File: config.mk
export PLATFORM = sky130hd
export DESIGN_NAME = multi_reader_overwrite_ring_buffer
export DESIGN_NICKNAME = d
export VERILOG_FILES = /design/src/hdl/mrorb_pkg.sv /design/src/hdl/multi_reader_overwrite_ring_buffer.sv /design/src/hdl/mrorb_front.sv /design/src/hdl/mrorb_queue.sv /design/src/hdl/mrorb_back.sv
export SDC_FILE = /design/constraint.sdc
export NUM_CORES = 1
export LEC_CHECK = 0
export BUFFER_PORTS_ARGS = -buffer_cell sky130_fd_sc_hd__buf_4
export CORE_MARGIN = 5
export CORE_UTILIZATION = 38
export CTS_BUF_LIST = sky130_fd_sc_hd__clkbuf_8
export CTS_CLUSTER_DIAMETER = 200
export CTS_CLUSTER_SIZE = 25
export DETAILED_ROUTE_END_ITERATION = 16
export GPL_TIMING_DRIVEN = 0
export PLACE_DENSITY_LB_ADDON = 0.08
export SYNTH_ARGS = -nofsm -noshare
export SYNTH_HDL_FRONTEND = slang
export SYNTH_HIERARCHICAL = 1
export SYNTH_SLANG_ARGS = --single-unit
File: constraint.sdc
create_clock -name clk -period 4.49 [get_ports clk]
set_input_delay 0.2245 -clock clk [delete_from_list [all_inputs] [get_ports clk]]
set_output_delay 0.2245 -clock clk [all_outputs]
set_load 0.01 [all_outputs]
File: src/hdl/mrorb_pkg.sv
// shared types, constants and helpers of the multi-reader overwrite ring buffer
package mrorb_pkg;

    localparam int DEPTH      = 16;
    localparam int READERS    = 4;
    localparam int DATA_WIDTH = 32;

    localparam int PTR_W   = $clog2(DEPTH);
    localparam int RIDX_W  = (READERS > 1) ? $clog2(READERS) : 1;
    localparam int CNT_W   = $clog2(READERS + 1);
    localparam int RID_W   = 2;
    localparam int MAX_W   = 4;
    localparam int DOUT_W  = 32;
    localparam int QDEPTH  = 2;
    localparam int QPTR_W  = $clog2(QDEPTH);
    localparam int QCNT_W  = $clog2(QDEPTH + 1);
    localparam int S_TDATA_W = 40;
    localparam int M_TDATA_W = 40;

    typedef enum logic [1:0] {
        OP_WRITE     = 2'd0,
        OP_READ      = 2'd1,
        OP_NEWEST    = 2'd2,
        OP_SUBSCRIBE = 2'd3
    } op_t;

    typedef enum logic {
        ST_IDLE,
        ST_BURST
    } state_t;

    typedef struct packed {
        op_t                   op;
        logic [DATA_WIDTH-1:0] data;
        logic [RID_W-1:0]      rid;
        logic [MAX_W-1:0]      max_count;
        logic                  no_count;
    } cmd_t;

    function automatic logic [PTR_W-1:0] next_slot(input logic [PTR_W-1:0] p);
        logic [PTR_W-1:0] r;
        if (p == PTR_W'(DEPTH - 1))
        begin
            r = '0;
        end
        else
        begin
            r = p + PTR_W'(1);
        end
        return r;
    endfunction

endpackage

File: src/hdl/multi_reader_overwrite_ring_buffer.sv
// top level of the multi-reader overwrite ring buffer
//
// commands arrive on the s_axis channel: tuser carries the command code (write, read for
// a reader, read newest, subscribe), tdata the data word, reader id and entry limit.
// every command answers with one or more result transactions on m_axis; tlast marks the
// final one, tuser flags that tdata carries a stored entry.
// a front stage registers and decodes each command into a two-deep queue, and the engine
// behind it owns the 16-word store, the write position and one read position per reader.
// an input transaction passes the front register, a queue slot and the result register.
// writes, subscribes, read-newest and empty reads give one result each; a read that
// returns n entries gives one result per entry and keeps the engine until it is done.
// when the receiver stalls the result register holds; the queue and front stage then fill
// and s_axis_tready drops until results are taken again.
// reset clears the write position, reader count and data-present flag; no clearing pass
// is run, so commands are taken from the first cycle after reset.
module multi_reader_overwrite_ring_buffer (
    input  logic                            clk,
    input  logic                            rst_n,
    input  logic                            s_axis_tvalid,
    output logic                            s_axis_tready,
    // data_in [31:0], reader_id [33:32], max_count [37:34], zero fill [39:38]
    input  logic [mrorb_pkg::S_TDATA_W-1:0] s_axis_tdata,
    // cmd [1:0]
    input  logic [1:0]                      s_axis_tuser,
    output logic                            m_axis_tvalid,
    input  logic                            m_axis_tready,
    // data_out [31:0], ok [32], assigned_id [34:33], zero fill [39:35]
    output logic [mrorb_pkg::M_TDATA_W-1:0] m_axis_tdata,
    // valid_res [0]
    output logic [0:0]                      m_axis_tuser,
    output logic                            m_axis_tlast
);

    logic            push_valid;
    logic            push_ready;
    mrorb_pkg::cmd_t push_cmd;
    logic            head_valid;
    mrorb_pkg::cmd_t head_cmd;
    logic            pop;

    mrorb_front u_front (
        .clk           (clk),
        .rst_n         (rst_n),
        .s_axis_tvalid (s_axis_tvalid),
        .s_axis_tready (s_axis_tready),
        .s_axis_tdata  (s_axis_tdata),
        .s_axis_tuser  (s_axis_tuser),
        .push_valid    (push_valid),
        .push_ready    (push_ready),
        .push_cmd      (push_cmd)
    );

    mrorb_queue u_queue (
        .clk        (clk),
        .rst_n      (rst_n),
        .push_valid (push_valid),
        .push_ready (push_ready),
        .push_cmd   (push_cmd),
        .head_valid (head_valid),
        .head_cmd   (head_cmd),
        .pop        (pop)
    );

    mrorb_back u_back (
        .clk           (clk),
        .rst_n         (rst_n),
        .head_valid    (head_valid),
        .head_cmd      (head_cmd),
        .pop           (pop),
        .m_axis_tvalid (m_axis_tvalid),
        .m_axis_tready (m_axis_tready),
        .m_axis_tdata  (m_axis_tdata),
        .m_axis_tuser  (m_axis_tuser),
        .m_axis_tlast  (m_axis_tlast)
    );

endmodule

File: src/hdl/mrorb_front.sv
// front end: takes input transactions, decodes the command and holds it for the queue
module mrorb_front (
    input  logic                                clk,
    input  logic                                rst_n,
    input  logic                                s_axis_tvalid,
    output logic                                s_axis_tready,
    input  logic [mrorb_pkg::S_TDATA_W-1:0]     s_axis_tdata,
    input  logic [1:0]                          s_axis_tuser,
    output logic                                push_valid,
    input  logic                                push_ready,
    output mrorb_pkg::cmd_t                     push_cmd
);

    logic            hold_valid_reg;
    logic            hold_valid_next;
    mrorb_pkg::cmd_t hold_cmd_reg;
    mrorb_pkg::cmd_t decoded;
    logic            accept;

    assign s_axis_tready = !hold_valid_reg || push_ready;
    assign accept        = s_axis_tvalid && s_axis_tready;

    always_comb
    begin
        decoded.op        = mrorb_pkg::op_t'(s_axis_tuser);
        decoded.data      = s_axis_tdata[mrorb_pkg::DATA_WIDTH-1:0];
        decoded.rid       = s_axis_tdata[33:32];
        decoded.max_count = s_axis_tdata[37:34];
        decoded.no_count  = (s_axis_tdata[37:34] == '0);
    end

    always_comb
    begin
        hold_valid_next = hold_valid_reg;
        if (accept)
        begin
            hold_valid_next = 1'b1;
        end
        else if (push_ready)
        begin
            hold_valid_next = 1'b0;
        end
    end

    always_ff @(posedge clk or negedge rst_n)
    begin
        if (!rst_n)
        begin
            hold_valid_reg <= 1'b0;
        end
        else
        begin
            hold_valid_reg <= hold_valid_next;
        end
    end

    always_ff @(posedge clk)
    begin
        if (accept)
        begin
            hold_cmd_reg <= decoded;
        end
    end

    assign push_valid = hold_valid_reg;
    assign push_cmd   = hold_cmd_reg;

endmodule

File: src/hdl/mrorb_queue.sv
// short command queue between the front end and the execution engine
module mrorb_queue (
    input  logic            clk,
    input  logic            rst_n,
    input  logic            push_valid,
    output logic            push_ready,
    input  mrorb_pkg::cmd_t push_cmd,
    output logic            head_valid,
    output mrorb_pkg::cmd_t head_cmd,
    input  logic            pop
);

    mrorb_pkg::cmd_t                 slots_reg [mrorb_pkg::QDEPTH];
    logic [mrorb_pkg::QPTR_W-1:0]    wr_ptr_reg;
    logic [mrorb_pkg::QPTR_W-1:0]    wr_ptr_next;
    logic [mrorb_pkg::QPTR_W-1:0]    rd_ptr_reg;
    logic [mrorb_pkg::QPTR_W-1:0]    rd_ptr_next;
    logic [mrorb_pkg::QCNT_W-1:0]    count_reg;
    logic [mrorb_pkg::QCNT_W-1:0]    count_next;
    logic                            do_push;
    logic                            do_pop;

    assign push_ready = (count_reg != mrorb_pkg::QCNT_W'(mrorb_pkg::QDEPTH));
    assign head_valid = (count_reg != '0);
    assign head_cmd   = slots_reg[rd_ptr_reg];
    assign do_push    = push_valid && push_ready;
    assign do_pop     = pop && head_valid;

    always_comb
    begin
        wr_ptr_next = wr_ptr_reg;
        rd_ptr_next = rd_ptr_reg;
        count_next  = count_reg;
        if (do_push)
        begin
            wr_ptr_next = (wr_ptr_reg == mrorb_pkg::QPTR_W'(mrorb_pkg::QDEPTH - 1))
                          ? '0 : wr_ptr_reg + mrorb_pkg::QPTR_W'(1);
        end
        if (do_pop)
        begin
            rd_ptr_next = (rd_ptr_reg == mrorb_pkg::QPTR_W'(mrorb_pkg::QDEPTH - 1))
                          ? '0 : rd_ptr_reg + mrorb_pkg::QPTR_W'(1);
        end
        if (do_push && !do_pop)
        begin
            count_next = count_reg + mrorb_pkg::QCNT_W'(1);
        end
        else if (do_pop && !do_push)
        begin
            count_next = count_reg - mrorb_pkg::QCNT_W'(1);
        end
    end

    always_ff @(posedge clk or negedge rst_n)
    begin
        if (!rst_n)
        begin
            wr_ptr_reg <= '0;
            rd_ptr_reg <= '0;
            count_reg  <= '0;
        end
        else
        begin
            wr_ptr_reg <= wr_ptr_next;
            rd_ptr_reg <= rd_ptr_next;
            count_reg  <= count_next;
        end
    end

    always_ff @(posedge clk)
    begin
        if (do_push)
        begin
            slots_reg[wr_ptr_reg] <= push_cmd;
        end
    end

endmodule

File: src/hdl/mrorb_back.sv
// execution engine: ring store, reader positions and the result register
module mrorb_back (
    input  logic                            clk,
    input  logic                            rst_n,
    input  logic                            head_valid,
    input  mrorb_pkg::cmd_t                 head_cmd,
    output logic                            pop,
    output logic                            m_axis_tvalid,
    input  logic                            m_axis_tready,
    output logic [mrorb_pkg::M_TDATA_W-1:0] m_axis_tdata,
    output logic [0:0]                      m_axis_tuser,
    output logic                            m_axis_tlast
);

    logic [mrorb_pkg::DATA_WIDTH-1:0] entries [mrorb_pkg::DEPTH];

    mrorb_pkg::state_t                state_reg;
    mrorb_pkg::state_t                state_next;
    logic [mrorb_pkg::PTR_W-1:0]      wp_reg;
    logic [mrorb_pkg::PTR_W-1:0]      wp_next;
    logic [mrorb_pkg::PTR_W-1:0]      rp_reg [mrorb_pkg::READERS];
    logic [mrorb_pkg::PTR_W-1:0]      rp_next [mrorb_pkg::READERS];
    logic [mrorb_pkg::CNT_W-1:0]      cnt_reg;
    logic [mrorb_pkg::CNT_W-1:0]      cnt_next;
    logic                             dp_reg;
    logic                             dp_next;
    logic [mrorb_pkg::MAX_W-1:0]      rem_reg;
    logic [mrorb_pkg::MAX_W-1:0]      rem_next;
    logic [mrorb_pkg::RIDX_W-1:0]     rid_reg;
    logic [mrorb_pkg::RIDX_W-1:0]     rid_next;

    logic                             out_valid_reg;
    logic [mrorb_pkg::DOUT_W-1:0]     out_data_reg;
    logic                             out_vres_reg;
    logic                             out_ok_reg;
    logic [mrorb_pkg::RID_W-1:0]      out_id_reg;
    logic                             out_last_reg;

    logic                             out_free;
    logic                             load;
    logic [mrorb_pkg::DOUT_W-1:0]     e_data;
    logic                             e_vres;
    logic                             e_ok;
    logic [mrorb_pkg::RID_W-1:0]      e_id;
    logic                             e_last;
    logic                             go_burst;
    logic                             burst_done;
    logic                             mem_we;
    logic [mrorb_pkg::PTR_W-1:0]      mem_addr;
    logic [mrorb_pkg::RIDX_W-1:0]     cur_rid;
    logic [mrorb_pkg::PTR_W-1:0]      rd_pos;
    logic [mrorb_pkg::PTR_W-1:0]      new_wp;
    logic                             known;

    assign out_free = !out_valid_reg || m_axis_tready;
    assign cur_rid  = (state_reg == mrorb_pkg::ST_IDLE)
                      ? mrorb_pkg::RIDX_W'(head_cmd.rid) : rid_reg;
    assign rd_pos   = mrorb_pkg::next_slot(rp_reg[cur_rid]);
    assign new_wp   = mrorb_pkg::next_slot(wp_reg);
    assign known    = (32'(head_cmd.rid) < 32'(cnt_reg));

    // datapath and handshake decisions
    always_comb
    begin
        pop        = 1'b0;
        load       = 1'b0;
        go_burst   = 1'b0;
        burst_done = 1'b0;
        mem_we     = 1'b0;
        mem_addr   = new_wp;
        e_data     = '0;
        e_vres     = 1'b0;
        e_ok       = 1'b0;
        e_id       = '0;
        e_last     = 1'b1;
        wp_next    = wp_reg;
        cnt_next   = cnt_reg;
        dp_next    = dp_reg;
        rem_next   = rem_reg;
        rid_next   = rid_reg;
        for (int i = 0; i < mrorb_pkg::READERS; i++)
        begin
            rp_next[i] = rp_reg[i];
        end
        case (state_reg)
            mrorb_pkg::ST_IDLE:
            begin
                if (head_valid && out_free)
                begin
                    load = 1'b1;
                    pop  = 1'b1;
                    case (head_cmd.op)
                        mrorb_pkg::OP_WRITE:
                        begin
                            // a reader parked on the new slot loses its oldest entry
                            for (int i = 0; i < mrorb_pkg::READERS; i++)
                            begin
                                if (i < int'(cnt_reg) && rp_reg[i] == new_wp)
                                begin
                                    rp_next[i] = mrorb_pkg::next_slot(rp_reg[i]);
                                end
                            end
                            wp_next = new_wp;
                            mem_we  = 1'b1;
                            dp_next = 1'b1;
                            e_ok    = 1'b1;
                        end
                        mrorb_pkg::OP_SUBSCRIBE:
                        begin
                            if (32'(cnt_reg) < 32'(mrorb_pkg::READERS))
                            begin
                                rp_next[mrorb_pkg::RIDX_W'(cnt_reg)] = wp_reg;
                                cnt_next = cnt_reg + mrorb_pkg::CNT_W'(1);
                                e_ok     = 1'b1;
                                e_id     = mrorb_pkg::RID_W'(cnt_reg);
                            end
                        end
                        mrorb_pkg::OP_NEWEST:
                        begin
                            if (dp_reg)
                            begin
                                e_data = mrorb_pkg::DOUT_W'(entries[wp_reg]);
                                e_vres = 1'b1;
                                e_ok   = 1'b1;
                            end
                        end
                        mrorb_pkg::OP_READ:
                        begin
                            if (known)
                            begin
                                e_ok = 1'b1;
                                if (!head_cmd.no_count && rp_reg[cur_rid] != wp_reg)
                                begin
                                    e_data           = mrorb_pkg::DOUT_W'(entries[rd_pos]);
                                    e_vres           = 1'b1;
                                    rp_next[cur_rid] = rd_pos;
                                    e_last = (head_cmd.max_count == mrorb_pkg::MAX_W'(1))
                                             || (rd_pos == wp_reg);
                                    if (!e_last)
                                    begin
                                        pop      = 1'b0;
                                        go_burst = 1'b1;
                                        rem_next = head_cmd.max_count - mrorb_pkg::MAX_W'(1);
                                        rid_next = cur_rid;
                                    end
                                end
                            end
                        end
                        default:
                        begin
                            e_ok = 1'b0;
                        end
                    endcase
                end
            end
            mrorb_pkg::ST_BURST:
            begin
                if (out_free)
                begin
                    load             = 1'b1;
                    e_data           = mrorb_pkg::DOUT_W'(entries[rd_pos]);
                    e_vres           = 1'b1;
                    e_ok             = 1'b1;
                    rp_next[cur_rid] = rd_pos;
                    rem_next         = rem_reg - mrorb_pkg::MAX_W'(1);
                    e_last = (rem_reg == mrorb_pkg::MAX_W'(1)) || (rd_pos == wp_reg);
                    if (e_last)
                    begin
                        pop        = 1'b1;
                        burst_done = 1'b1;
                    end
                end
            end
            default:
            begin
                load = 1'b0;
            end
        endcase
    end

    always_comb
    begin
        state_next = state_reg;
        case (state_reg)
            mrorb_pkg::ST_IDLE:
            begin
                if (go_burst)
                begin
                    state_next = mrorb_pkg::ST_BURST;
                end
            end
            mrorb_pkg::ST_BURST:
            begin
                if (burst_done)
                begin
                    state_next = mrorb_pkg::ST_IDLE;
                end
            end
            default:
            begin
                state_next = mrorb_pkg::ST_IDLE;
            end
        endcase
    end

    always_ff @(posedge clk or negedge rst_n)
    begin
        if (!rst_n)
        begin
            state_reg     <= mrorb_pkg::ST_IDLE;
            wp_reg        <= '0;
            cnt_reg       <= '0;
            dp_reg        <= 1'b0;
            rem_reg       <= '0;
            rid_reg       <= '0;
            out_valid_reg <= 1'b0;
        end
        else
        begin
            state_reg <= state_next;
            wp_reg    <= wp_next;
            cnt_reg   <= cnt_next;
            dp_reg    <= dp_next;
            rem_reg   <= rem_next;
            rid_reg   <= rid_next;
            if (load)
            begin
                out_valid_reg <= 1'b1;
            end
            else if (m_axis_tready)
            begin
                out_valid_reg <= 1'b0;
            end
        end
    end

    // positions stay undefined until the reader subscribes
    always_ff @(posedge clk)
    begin
        for (int i = 0; i < mrorb_pkg::READERS; i++)
        begin
            rp_reg[i] <= rp_next[i];
        end
        if (load)
        begin
            out_data_reg <= e_data;
            out_vres_reg <= e_vres;
            out_ok_reg   <= e_ok;
            out_id_reg   <= e_id;
            out_last_reg <= e_last;
        end
    end

    always_ff @(posedge clk)
    begin
        if (mem_we)
        begin
            entries[mem_addr] <= head_cmd.data;
        end
    end

    assign m_axis_tvalid = out_valid_reg;
    assign m_axis_tdata  = {5'b0, out_id_reg, out_ok_reg, out_data_reg};
    assign m_axis_tuser  = out_vres_reg;
    assign m_axis_tlast  = out_last_reg;

    a_burst_has_work: assert property (@(posedge clk) disable iff (!rst_n)
        (state_reg == mrorb_pkg::ST_BURST) |-> (rem_reg != '0))
        else $error("burst running with no entries left");

    a_pop_with_load: assert property (@(posedge clk) disable iff (!rst_n)
        pop |-> (load && head_valid))
        else $error("command retired without a result transaction");

    a_write_sets_present: assert property (@(posedge clk) disable iff (!rst_n)
        (pop && head_cmd.op == mrorb_pkg::OP_WRITE) |=> dp_reg)
        else $error("data-present flag not set after a write");

    a_count_monotonic: assert property (@(posedge clk) disable iff (!rst_n)
        1'b1 |=> (cnt_reg >= $past(cnt_reg)
                  && 32'(cnt_reg) <= 32'(mrorb_pkg::READERS)))
        else $error("reader count fell or overran the reader slots");

    a_burst_last_retires: assert property (@(posedge clk) disable iff (!rst_n)
        (state_reg == mrorb_pkg::ST_BURST && load && e_last) |=>
        (state_reg == mrorb_pkg::ST_IDLE))
        else $error("burst did not end on its last transaction");

endmodule
After elaboration in Yosys (flattened, before gate mapping)
Memory sizes are Yosys's and may differ from the RTL's.
Cells that the tools add are included.

word-level totals
  memory bits (writable) = 610
  register bits after elaboration = 99
  memories = 3
  output and inout port bits = 44
  word-level logic and storage cells = 202

operators by class
  bitwise operators = 7
  magnitude comparators = 10
  equal/unequal tests = 24
  mux-type cells = 91
  reductions and logical operators = 33
  add/subtract/negate cells = 13

memory list
  name               depth  width  rd ports  clocked after memory_dff  wr ports  RTL line           RTL
  u_back.entries     16     32     2         0                         1         mrorb_back.sv:15   logic [mrorb_pkg::DATA_WIDTH-1:0] entries [mrorb_pkg::DEPTH];
  u_queue.slots_reg  2      41     1         0                         1         mrorb_queue.sv:13  mrorb_pkg::cmd_t slots_reg [mrorb_pkg::QDEPTH];
  u_back.rp_reg      4      4      5         0                         4         mrorb_back.sv:21   logic [mrorb_pkg::PTR_W-1:0] rp_reg [mrorb_pkg::READERS];

operator list
  operator               number
  $mux W32               5
  $pmux W32 S2           2
  $mux W16               5
  $mux W4                18
  $pmux W16 S3           1
  $mux W1                43
  $bwmux W16             2
  $pmux W16 S2           1
  $add A4 B1 Y4 const B  6
  $eq A4 B4 Y1 const B   6
  $eq A4 B4 Y1           5
  $demux W4 S2           2
  $pmux W1 S2            7
  $logic_and A1 B1 Y1    13
  $ne A2 B2 Y1 const B   6
  $reduce_and A6 Y1      2
  $eq A4 B1 Y1 const B   2
  $pmux W4 S2            1
  $reduce_bool A2 Y1     4
  $sub A4 B1 Y4 const B  2
  $ge A3 B3 Y1 const B   2
  $lt A1 B3 Y1 const A   2
  $lt A2 B3 Y1 const A   2
  $lt A3 B1 Y1 const B   2
  21 further kinds       37

Logic depth before layout (Yosys ltp)
Gate-level depths: netlist (run 1).
An unclocked memory read counts as a cell.

  word-level depth = 17
  depth in mapped cells = 19

Hierarchy
Netlist (run 1), hierarchy kept.

modules (own cells, without submodules)
  module       area each (um^2)  seq. area each (um^2)  times used  cells each
  mrorb_back   29135.4           17366.7                1           2085
  mrorb_queue  3355.7            2562.5                 1           146
  mrorb_front  1297.5            1256.2                 1           46

Worst setup path before layout (run 1)
No wires, ideal clock.

  path type = register to register
  start point = reg u_queue.rd_ptr_reg
  end point = reg u_queue/count_reg[1] in the netlist's numbering
  period minus slack after synthesis = 4.124 ns
  setup time = 0.079 ns
  stages on the path, launching flop included = 20
  required time = 4.411 ns
  path buffers = 3
  data arrival time = 4.045 ns
  path slack = 0.366 ns
  path through = dfrtp_1 > buf_6 > buf_12 > mux2_4 > mux2_4 > mux4_2 > buf_2 > ha_1 > and2_1 > a221oi_4 > xnor2_1 > and3_1 > o21a_1 > o21a_1 > o2bb2ai_1 > nand2_1 > ha_1 > xor2_1 > nor2_1 > xor2_1

RTL lines
  what                    RTL line           RTL
  start, declared         mrorb_queue.sv:16  logic [mrorb_pkg::QPTR_W-1:0] rd_ptr_reg;
  start signal, assigned  mrorb_queue.sv:65  rd_ptr_reg <= rd_ptr_next;
  end signal, assigned    mrorb_queue.sv:66  count_reg <= count_next;
  end, declared           mrorb_queue.sv:18  logic [mrorb_pkg::QCNT_W-1:0] count_reg;

==> results of run 1 <==
## layout make-up
type,instances,area (µm²),area share [%]
clock inverter,13,61.3,0.158
antenna,1,2.50,0.00646
sequential,709,21200,54.7
inverter,53,199,0.514
tap,1165,1460,3.76
multi-input combinational,1322,12400,32.0
timing repair buffer,166,1700,4.39
buffer,195,1210,3.13
clock buffer,37,509,1.32
## metrics by stage
stage	utilization, %	area, µm²
after floorplan	-	33800
after global placement	40.6	35900
after detailed placement	41.2	36400
after CTS	43.4	38400
after global routing	43.8	38700
final	43.8	38700
## how the worst max path moves through the flow
stage / startpoint / end / slack (ns)
floorplan: u_queue/rd_ptr_reg$_DFFE_PN0P_ / u_queue/count_reg[1]$_DFFE_PN0P_ / 0.37
global placement: u_back/wp_reg[1]$_DFFE_PN0P_ / u_back/entries[8][13]$_DFFE_PP_ / -2.73
detailed placement: u_queue/rd_ptr_reg$_DFFE_PN0P_ / u_back/out_data_reg[30]$_DFFE_PP_ / -1.75
CTS: u_back/wp_reg[0]$_DFFE_PN0P_ / u_back/out_data_reg[9]$_DFFE_PP_ / 0.002
global route: u_queue/rd_ptr_reg$_DFFE_PN0P_ / u_back/out_data_reg[2]$_DFFE_PP_ / -0.06
finish: u_queue/rd_ptr_reg$_DFFE_PN0P_ / u_back/out_data_reg[2]$_DFFE_PP_ / 0.05
## repair_timing
item | CTS | global route
setup endpoints to repair | 312 | 33
pin swaps | 10 | 9
hold buffers | 45 | 0
hold endpoints to repair | 65 | 0
buffers inserted | 13 | 4
gates resized for setup | 261 | 77
## cell usage after synthesis, types with 25 or more instances
| master | n | area [µm²] |
|---|---|---|
| edfxtp_1 | 688 | 20700 |
| nand2_1 | 294 | 1100 |
| mux4_2 | 163 | 3670 |
| clkbuf_1 | 139 | 522 |
| a2111oi_0 | 129 | 1130 |
| and2_1 | 66 | 413 |
| and2_0 | 65 | 407 |
| nand4_1 | 65 | 407 |
| and4_1 | 64 | 561 |
| inv_1 | 52 | 195 |
| mux2i_1 | 47 | 470 |
| nor2_1 | 46 | 173 |
| o22ai_1 | 44 | 275 |
| a21oi_1 | 40 | 200 |
| mux2_4 | 40 | 601 |
| nor4_1 | 36 | 225 |
| nor4bb_1 | 32 | 320 |
| ha_1 | 25 | 313 |
## cells by family after synthesis
kind of cell    count (synthesis)
compound gates                275
xor+xnor                       35
fa+ha+maj                      25
buf+inv                       250
flops                         709
mux                           264
other cells                     1
simple gates                  718
## routing by layer
| layer | vias up | wire length (µm) |
|---|---|---|
| met3 | 202 | 8650 |
| li1 | 9424 | - |
| met1 | 11700 | 49200 |
| met5 | - | 0 |
| met4 | 0 | 3710 |
| met2 | 1017 | 54400 |
## cells in the final DEF, fill, tap and decap left out, drive strengths merged, types with 3 or more instances in the layout
cell and n:
a2111oi 129, a21oi 40, a22oi 4, a311oi 4
a31oi 6, and2 132, and3 3, and4 64
buf 175, clkbuf 176, clkdlybuf4s15 3, conb 5
dfrtp 21, dlygate4sd3 44, edfxtp 688, ha 25
inv 66, mux2 52, mux2i 49, mux4 163
nand2 294, nand2b 10, nand3 14, nand4 65
nor2 46, nor3 9, nor4 37, nor4bb 32
o21ai 27, o221ai 4, o22ai 44, or2 5
xnor2 24, xor2 10
==> qor.tcl, run 1 <==
set qor(r2r.worst_path.cells) 17
set qor(cts_root_buffer) {clkbuf_8}
set qor(timing.max_cap.violations) 0
set qor(drive_above_1_share_pct) 24.9
set qor(final.setup.tns_ns) 0
set qor(antenna_found_initial) 2
set qor(yosys.area_share.adder_pct) 0.926
set qor(finalWorstPathRequiredPeriod_ns) 4.44
set qor(wl_um) 116000
set qor(post_synth_xor_area_fraction_pct) 0.948
set qor(global_route.overflow_total) 0
set qor(global_route.peak_usage_layer) {met2}
set qor(met1_usage_pct) 33.7
set qor(worst_clock_skew_on_the_final_layout_ns) 0.0418
set qor(hold-path-cell-count) 2
set qor(synthCells) 2277
set qor(fp.dieArea_um2) 95000
set qor(start_kind) {register}
set qor(min_to) {u_front/push_cmd[23]$_DFFE_PP_}
set qor(clock_sinks) 709
set qor(grt_max_degree) 42
set qor(count_of_endpoints_failing_hold_in_the_final_timing_report) 0
set qor(max_freq_ghz) 0.225
set qor(critPathBufInv) 6
set qor(timing.critical_path.to_type) {register}
set qor(synthesis.area_per_instance_um2) 14.8
set qor(worst-endpoint-arrival_ns) 4.91
set qor(critical_path.most_common_cell) {buf_6}
set qor(synth_warnings) 6
set qor(timing.final.crit_share_pct) 99.0
set qor(postSynthRegisterBits) 709
set qor(placement.io_buffers) 82
set qor(groute.layer.met3.usage_pct) 3.77
set qor(final-setup-viol-count) 0
set qor(max_slew.worst_pin.slew_ns) 1.31
set qor(fill_cells) 7932
set qor(final_nets) 2552
set qor(placedCellCount) 3549
set qor(hold_path.class) {in -> reg}
set qor(hold_ws_ns) 0.268
set qor(yosysUniqueCellTypes) 65
set qor(die_h_um) 308
set qor(first_global_vias) 22700
set qor(synth_area_um2) 33800
set qor(worst_r2r_endpoint) {u_back/out_data_reg[2]$_DFFE_PP_}
set qor(cp.depth) 17
set qor(gpl.final_weighted_congestion) 0.866
set qor(synth_sequential_area_ratio_pct) 62.7
set qor(pre_cts_ws_ns) -1.75
set qor(route.detailed.wl_per_inst_um) 31.7
set qor(row_count) 109
set qor(critical_path_required_ns) 4.96
set qor(syn_to_final_growth_pct) 14.6
set qor(critical_path.reg2reg.startpoint) {u_queue/rd_ptr_reg$_DFFE_PN0P_}
set qor(post-route-drc-count) 0
set qor(floorplan.initialDensity_pct) 38.2
set qor(path_max_fanout) 10
set qor(post_synth_simple_gate_area_pct) 11.6
set qor(synth-edff-count) 688
set qor(detailroute.via_count) 22300
set qor(status) {finished, final reports clean}
set qor(grt_pass1_wl_um) 164000
set qor(global_route_usage_over_all_layers_pct) 23.9
set qor(via_per_inst) 6.10
set qor(critPathKind) {reg -> reg}
set qor(layout_setup_ws_ns) 0.0462
set qor(drt_pass1_iterations) 8
set qor(cts.reportedPaths.clkPinSlew_ns) 0.15
set qor(report.final.slew_viol_count) 0
set qor(regToRegSetupSlack_ns) 0.05
set qor(crit_path_cell_trace) {buf_6, buf_12, mux2_4, mux2_4, mux4_2, ha_4, and2_4, a221oi_4, buf_12, buf_6, buf_6, buf_4, nand2_1, nand4_1, nor4bb_2, mux2i_1, o22ai_2}
set qor(gr-usage-met2_pct) 38.7
set qor(post_layout_nonfiller_instances) 3661
set qor(synth.area.mux_share_pct) 14.5
set qor(postSynth.asyncResetShare_pct) 2.96
set qor(synth_top_family_by_area) {multiplexers}
set qor(worst_skew_pair.late_latency_ns) 0.68
set qor(critical_path.top_delay_family) {multiplexers}
set qor(ioPinCount) 90
set qor(post_route_antenna_net_violation_count) 0
set qor(worst_hold_startpoint) {s_axis_tdata[16]}
set qor(synth-compound-area-share_pct) 6.04
set qor(critical-path-max-stage-delay_ns) 0.52
set qor(largest_register_ff_count) 512
set qor(ctsHtreeMaxLevel) 2
set qor(core_area_um2) 88400
set qor(cts_tree) {done}
set qor(worst_slew_margin_rel_pct) 12.7
set qor(crit_path_top_delay_cell) {mux4_2}
set qor(synth_flop_cell) {edfxtp_1}
set qor(die_width_um) 308
set qor(dr.first_iter.drc_count) 2307
set qor(dp_hpwl_um) 79500
set qor(cts.path.max_buffers) 3
set qor(number_of_buffers_added_by_the_clock_tree_synthesis_step) 34
Power of run 1 is left out: the tool's default activity adds up to more than one toggle a clock period on the data nets, which glitch-free logic cannot reach.
==> run 2, diff against run 1 <==
--- a/config.mk
+++ b/config.mk
@@ -16,5 +16,4 @@
 export PLACE_DENSITY_LB_ADDON = 0.08
 export SYNTH_ARGS = -nofsm -noshare
 export SYNTH_HDL_FRONTEND = slang
-export SYNTH_HIERARCHICAL = 1
 export SYNTH_SLANG_ARGS = --single-unit
==> run 2 against run 1 <==
Global-route usage shrank 3.4 points. Sequential share of layout area is 2.7 points higher. Count of clock-buffer cells in the layout shrank 2. Register-to-register slack improved by 0.16 ns. Cell area down 4.8%. Sequential cell count unchanged. Synthesized area down 3.7%. Synthesized cell count shrank 26%. Utilization is 0.44 points lower. Clock skew rose by 0.0024 ns. Setup slack improved by 0.16 ns. Non-clock buffer count fell by 63. Highest routed layer unchanged.
==> qor.tcl, run 2 <==
set qor(status) {finished, final reports clean}
set qor(regArea_um2) 21200
set qor(synth_sequential_area_ratio_pct) 65.1
set qor(clock_sinks) 709
set qor(grt_setup_unrepaired) {false}
set qor(critical_path.top_delay_family) {buffers and inverters}
set qor(synth_top_cell_area_share_pct) 63.5
set qor(regToRegSetupSlack_ns) 0.21
set qor(synth_flop_cell) {edfxtp_1}
set qor(post_route_antenna_net_violation_count) 0
set qor(multi_input_comb_area_um2) 10900
set qor(global_route.overflow_total) 0
set qor(worst_r2r_endpoint) {u_back.out_data_reg[29]$_DFFE_PP_}
set qor(crit_path_top_delay_cell) {buf_1}
set qor(placement.io_buffers) 82
set qor(first_global_vias) 18400
set qor(dr.first_iter.drc_count) 1638
set qor(worst_clock_skew_on_the_final_layout_ns) 0.0442
set qor(ys_top_cells_by_area) {edfxtp_1, mux4_2, mux2i_1}
set qor(critical_path_required_ns) 4.84
set qor(synth_area_um2) 32500
set qor(r2r.worst_path.cells) 7
set qor(cp-startpoint) {u_back.wp_reg[1]$_DFFE_PN0P_}
set qor(ioPinCount) 90
set qor(gpl.final_weighted_congestion) 0.832
set qor(drt_pass1_iterations) 7
set qor(timing.final.crit_share_pct) 95.3
set qor(layout_setup_ws_ns) 0.209
set qor(max_slew.worst_pin.slew_ns) 1.34
set qor(count_of_endpoints_failing_hold_in_the_final_timing_report) 0
set qor(setup_crit_end) {u_back.out_data_reg[29]$_DFFE_PP_}
set qor(worst-endpoint-arrival_ns) 4.63
set qor(floorplan.initialDensity_pct) 38.3
set qor(synth_warnings) 0
set qor(timing.critical_path.to_type) {register}
set qor(grt_max_degree) 42
set qor(worst_slew_margin_rel_pct) 10.6
set qor(number_of_buffers_added_by_the_clock_tree_synthesis_step) 34
set qor(most_frequent_cells_in_the_layout) {edfxtp_1, mux4_2, buf_4}
set qor(fill_cells) 7397
set qor(syn_to_final_growth_pct) 13.3
set qor(cp.depth) 7
set qor(report.final.slew_viol_count) 0
set qor(wl_um) 94000
set qor(critPathBufInv) 3
set qor(largest_register_ff_count) 512
set qor(cts.reportedPaths.clkPinSlew_ns) 0.15
set qor(start_kind) {register}
set qor(placedCellCount) 2946
set qor(via_per_inst) 5.77
set qor(synth_largest_area_cell) {edfxtp_1}
set qor(worst_skew_pair.late_latency_ns) 0.69
set qor(final-setup-viol-count) 0
set qor(hold_path.class) {in -> reg}
set qor(detailroute.via_count) 17700
set qor(pre_cts_ws_ns) -1.77
set qor(finalWorstPathRequiredPeriod_ns) 4.28
set qor(postSynth.asyncResetShare_pct) 2.96
set qor(hold-path-cell-count) 3
set qor(critical-path-max-stage-delay_ns) 0.86
set qor(global_route_usage_over_all_layers_pct) 20.5
set qor(synthCells) 1686
set qor(cts_tree) {done}
set qor(core_area_um2) 85000
set qor(postLayoutCoreUtil_pct) 43.4
set qor(critPathKind) {reg -> reg}
set qor(yosysUniqueCellTypes) 69
set qor(yosys.cell_count.top_type) {edfxtp_1}
set qor(ctsHtreeMaxLevel) 2
set qor(dp_hpwl_um) 63000
set qor(grt_pass1_wl_um) 133000
set qor(synth.cells.most_frequent) {edfxtp_1, mux4_2, mux2i_1, clkbuf_1, nand2_1}
set qor(synth-edff-count) 688
set qor(critical_path.reg2reg.startpoint) {u_back.wp_reg[1]$_DFFE_PN0P_}
set qor(layout_commonest_cell) {edfxtp_1}
set qor(path_max_fanout) 10
set qor(die_h_um) 303
set qor(timing.max_cap.violations) 0
set qor(antenna_found_initial) 1
set qor(crit_path_cell_trace) {clkbuf_1, clkbuf_1, buf_1, mux4_2, mux4_2, nand2_1, o221ai_1}
set qor(fp.dieArea_um2) 91600
set qor(post_layout_nonfiller_instances) 3059
set qor(synthesis.area_per_instance_um2) 19.3
set qor(postSynthRegisterBits) 709
set qor(max_freq_ghz) 0.234
set qor(route.detailed.wl_per_inst_um) 30.7
set qor(row_count) 107
set qor(hold_ws_ns) 0.0681
set qor(post-route-drc-count) 0
set qor(cts.path.max_buffers) 3
set qor(cts_root_buffer) {clkbuf_8}
set qor(final_nets) 1972
set qor(drive_above_1_share_pct) 32.1
set qor(die_width_um) 303
run 2: cell types whose count changed after synthesis, moves of 38 or more:
cell	delta
a2111oi_0	-126
and2_0	-65
and2_1	-61
and4_1	-64
clkbuf_1	-66
mux2_4	-38
mux2i_1	+41
mux4_2	+125
nand2_1	-233
nand4_1	-63
run 2: how the worst min path moves through the flow:
stage / from / endpoint / slack [ns]
floorplan: rst_n / u_back.cnt_reg[0]$_DFFE_PN0P_ / -0.07
global placement: rst_n / u_front.push_valid$_DFFE_PN0P_ / 0.16
detailed placement: rst_n / u_front.push_valid$_DFFE_PN0P_ / 0.16
CTS: m_axis_tready / u_back.m_axis_tvalid$_DFFE_PN0P_ / 0.002
global route: m_axis_tready / u_back.m_axis_tvalid$_DFFE_PN0P_ / 0.04
finish: m_axis_tready / u_back.m_axis_tvalid$_DFFE_PN0P_ / 0.07
run 2: metal layers:
metal	global-route usage [%]	vias up	wire length (µm)
li1	-	7466	-
met1	29.3	9629	41200
met2	34.5	487	46600
met3	2.47	78	4610
met4	3.66	0	1550
met5	0	-	0
run 2: layout make-up:
cell class / instances / area share [%]
diodes: 1 / 0.00679
plain buffers: 121 / 1.81
repair buffers: 177 / 5.52
clock inverters: 13 / 0.176
flip-flops and latches: 709 / 57.5
multi-input cells: 834 / 29.6
inverters: 25 / 0.254
clock buffers: 35 / 1.31
well taps: 1144 / 3.88
run 2: worst min-delay path: stages:
cell	delay, ns
buf_4	0.07
nand2b_1	0.28
nand3_1	0.13
run 2: kinds of logic after synthesis:
kind of cell / count (synthesis) / share of synthesized area (%)
AOI/OAI and AO/OA: 166 / 3.81
xor gates and xnor gates: 37 / 0.996
adders and majority gates: 24 / 0.923
buffers and inverters: 147 / 2.15
DFF: 709 / 65.1
muxes: 423 / 24.3
other: 1 / 0.0115
and+or+nand+nor: 179 / 2.67
run 2: through the flow:
step           setup TNS, ns  instance area (µm²)
5_1_grt                    0                36900
3_5_place_dp         -545.14                35400
4_1_cts                    0                36700
6_report                   0                36900
3_3_place_gp        -1984.53                34600
2_1_floorplan              0                32600
run 2: timing repair:
item / in CTS / in global routing
setup buffers: 16 / 5
resized for setup: 36 / 17
hold endpoints to repair: 63 / 0
setup endpoints to repair: 580 / 142
hold buffers: 44 / 0
cloned: 0 / 0
pin swaps: 13 / 4
Power of run 2 is left out for the same reason.
==> run 3, diff against run 2 <==
==> constraint.sdc (replaced) <==
create_clock -name clk -period 4.49 [get_ports clk]
set_input_delay 0.898 -clock clk [delete_from_list [all_inputs] [get_ports clk]]
set_output_delay 0.898 -clock clk [all_outputs]
set_load 0.01 [all_outputs]
==> run 3 against run 2 <==
Cell area down 1.2%. Sequential share of layout area up 0.71 points. Worst hold slack better by 0.037 ns. Global-route usage about the same. Clock skew down 0.0047 ns. Utilization down 0.53 points. Critical endpoint is now u_back.out_data_reg[0]$_DFFE_PP_. Critical path depth up 5. Sequential cell count unchanged. Die area unchanged. Count of clock-buffer cells in the layout unchanged. First-iteration DRC count up 4.4%. Via count down 0.98%.
==> qor.tcl, run 3 (synthesis results as in run 2) <==
set qor(cts_root_buffer) {clkbuf_8}
set qor(most_frequent_cells_in_the_layout) {edfxtp_1, mux4_2, buf_4}
set qor(ctsHtreeMaxLevel) 2
set qor(fill_cells) 7430
set qor(status) {finished, final reports clean}
set qor(worst_skew_pair.late_latency_ns) 0.68
set qor(worst-endpoint-arrival_ns) 4.66
set qor(critical-path-max-stage-delay_ns) 0.57
set qor(multi_input_comb_area_um2) 10900
set qor(grt_setup_unrepaired) {false}
set qor(die_width_um) 303
set qor(clock_sinks) 709
set qor(cts_tree) {done}
set qor(final_nets) 1928
set qor(count_of_endpoints_failing_hold_in_the_final_timing_report) 0
set qor(groute.layer.met3.usage_pct) 2.49
set qor(via_per_inst) 5.80
set qor(crit_path_top_delay_cell) {mux4_2}
set qor(detailroute.via_count) 17500
set qor(global_route.overflow_total) 0
set qor(row_count) 107
set qor(global_route.peak_usage_layer) {met2}
set qor(ioPinCount) 90
set qor(fp.dieArea_um2) 91600
set qor(post-route-drc-count) 0
set qor(gr-usage-met2_pct) 34.4
set qor(hold_ws_ns) 0.105
set qor(core_area_um2) 85000
set qor(max_freq_ghz) 0.231
set qor(grt_pass1_wl_um) 133000
set qor(dp_hpwl_um) 63000
set qor(critical_path_required_ns) 4.83
set qor(first_global_vias) 18300
set qor(crit_path_cell_trace) {buf_6, mux2_4, o21a_1, nor4_2, or2_1, inv_1, ha_4, a31oi_4, buf_2, mux4_2, mux2i_1, o221ai_1}
set qor(drt_pass1_iterations) 7
set qor(cts.path.max_buffers) 3
set qor(antenna_found_initial) 1
set qor(syn_to_final_growth_pct) 11.9
set qor(regArea_um2) 21200
set qor(die_h_um) 303
set qor(path_max_fanout) 10
set qor(global_route_usage_over_all_layers_pct) 20.5
set qor(dr.first_iter.drc_count) 1710
set qor(finalWorstPathRequiredPeriod_ns) 4.32
set qor(grt_max_degree) 42
set qor(drive_above_1_share_pct) 32.8
set qor(critPathKind) {reg -> reg}
set qor(critical_path.top_delay_family) {multiplexers}
set qor(timing.critical_path.to_type) {register}
set qor(largest_register_ff_count) 512
set qor(hold_path.class) {in -> async}
set qor(post_route_antenna_net_violation_count) 0
set qor(route.detailed.wl_per_inst_um) 31.1
set qor(layout_commonest_cell) {edfxtp_1}
set qor(critPathBufInv) 3
set qor(number_of_buffers_added_by_the_clock_tree_synthesis_step) 34
set qor(timing.max_cap.violations) 0
set qor(cts.reportedPaths.clkPinSlew_ns) 0.16
set qor(timing.final.crit_share_pct) 96.3
set qor(wl_um) 93800
set qor(floorplan.initialDensity_pct) 38.3
set qor(start_kind) {register}
set qor(placement.io_buffers) 82
set qor(post_cts_hold_buffer_count) 0
set qor(worst_clock_skew_on_the_final_layout_ns) 0.0395
set qor(gpl.final_weighted_congestion) 0.832
set qor(max_slew.worst_pin.slew_ns) 1.35
set qor(worst_slew_margin_rel_pct) 9.69
set qor(final-setup-viol-count) 0
set qor(report.final.slew_viol_count) 0
set qor(met1_usage_pct) 29.3
==> run 3: cell count changes in the layout (fill, tap and decap cells not counted) <==
cell,delta
dlygate4sd3_1,-43
buf_12,-1
==> run 3: layer usage <==
metal | wire length (µm) | up-vias
li1 | - | 7384
met1 | 41400 | 9575
met2 | 46500 | 450
met3 | 4400 | 78
met4 | 1600 | 0
met5 | 0 | -
==> run 3: metrics by stage <==
| stage | TNS (ns) | cells | instance area [µm²] | utilization, % | setup WS [ns] |
|---|---|---|---|---|---|
| final | 0 | 3015 | 36400 | 42.8 | 0.167 |
| after global routing | 0 | 3015 | 36400 | 42.8 | 0.0202 |
| after CTS | 0 | 3009 | 36300 | 42.7 | 0.00346 |
| after detailed placement | -545.14 | 2946 | 35400 | 41.7 | -1.77 |
| after global placement | -1984.53 | 2916 | 34600 | 40.7 | -3.79 |
| after floorplan | 0 | 1690 | 32600 | - | 0.305 |
==> run 3: layout make-up <==
class	count	area share, %
flip-flops and latches	709	58.2
multi-input cells	834	30.0
diodes	1	0.00687
well taps	1144	3.93
inverters	25	0.258
plain buffers	121	1.83
clock inverters	13	0.179
clock buffers	35	1.32
repair buffers	133	4.35
==> run 3: final timing paths <==
kind,start,end,slack (ns),depth (start not counted)
setup / recovery,u_queue.rd_ptr_reg$_DFFE_PN0P_,u_back.out_data_reg[0]$_DFFE_PP_,0.17,12
hold / removal,rst_n,u_back.m_axis_tvalid$_DFFE_PN0P_,0.11,1
setup reg to reg,u_queue.rd_ptr_reg$_DFFE_PN0P_,u_back.out_data_reg[0]$_DFFE_PP_,0.17,12
hold reg to reg,u_front.push_cmd[0]$_DFFE_PP_,u_queue.slots_reg[1][0]$_DFFE_PP_,0.42,0
max in group asynchronous,rst_n,u_back.wp_reg[3]$_DFFE_PN0P_,4.11,1
min in group clk,s_axis_tuser[1],u_front.push_cmd[40]$_DFFE_PP_,0.38,1
==> run 3: repair_timing <==
| action | CTS | global route |
|---|---|---|
| setup buffers | 16 | 5 |
| gates resized for setup | 36 | 17 |
| hold endpoints to repair | 0 | 0 |
| setup endpoints to repair | 580 | 146 |
| pin swaps | 13 | 4 |
Power of run 3 is left out for the same reason.
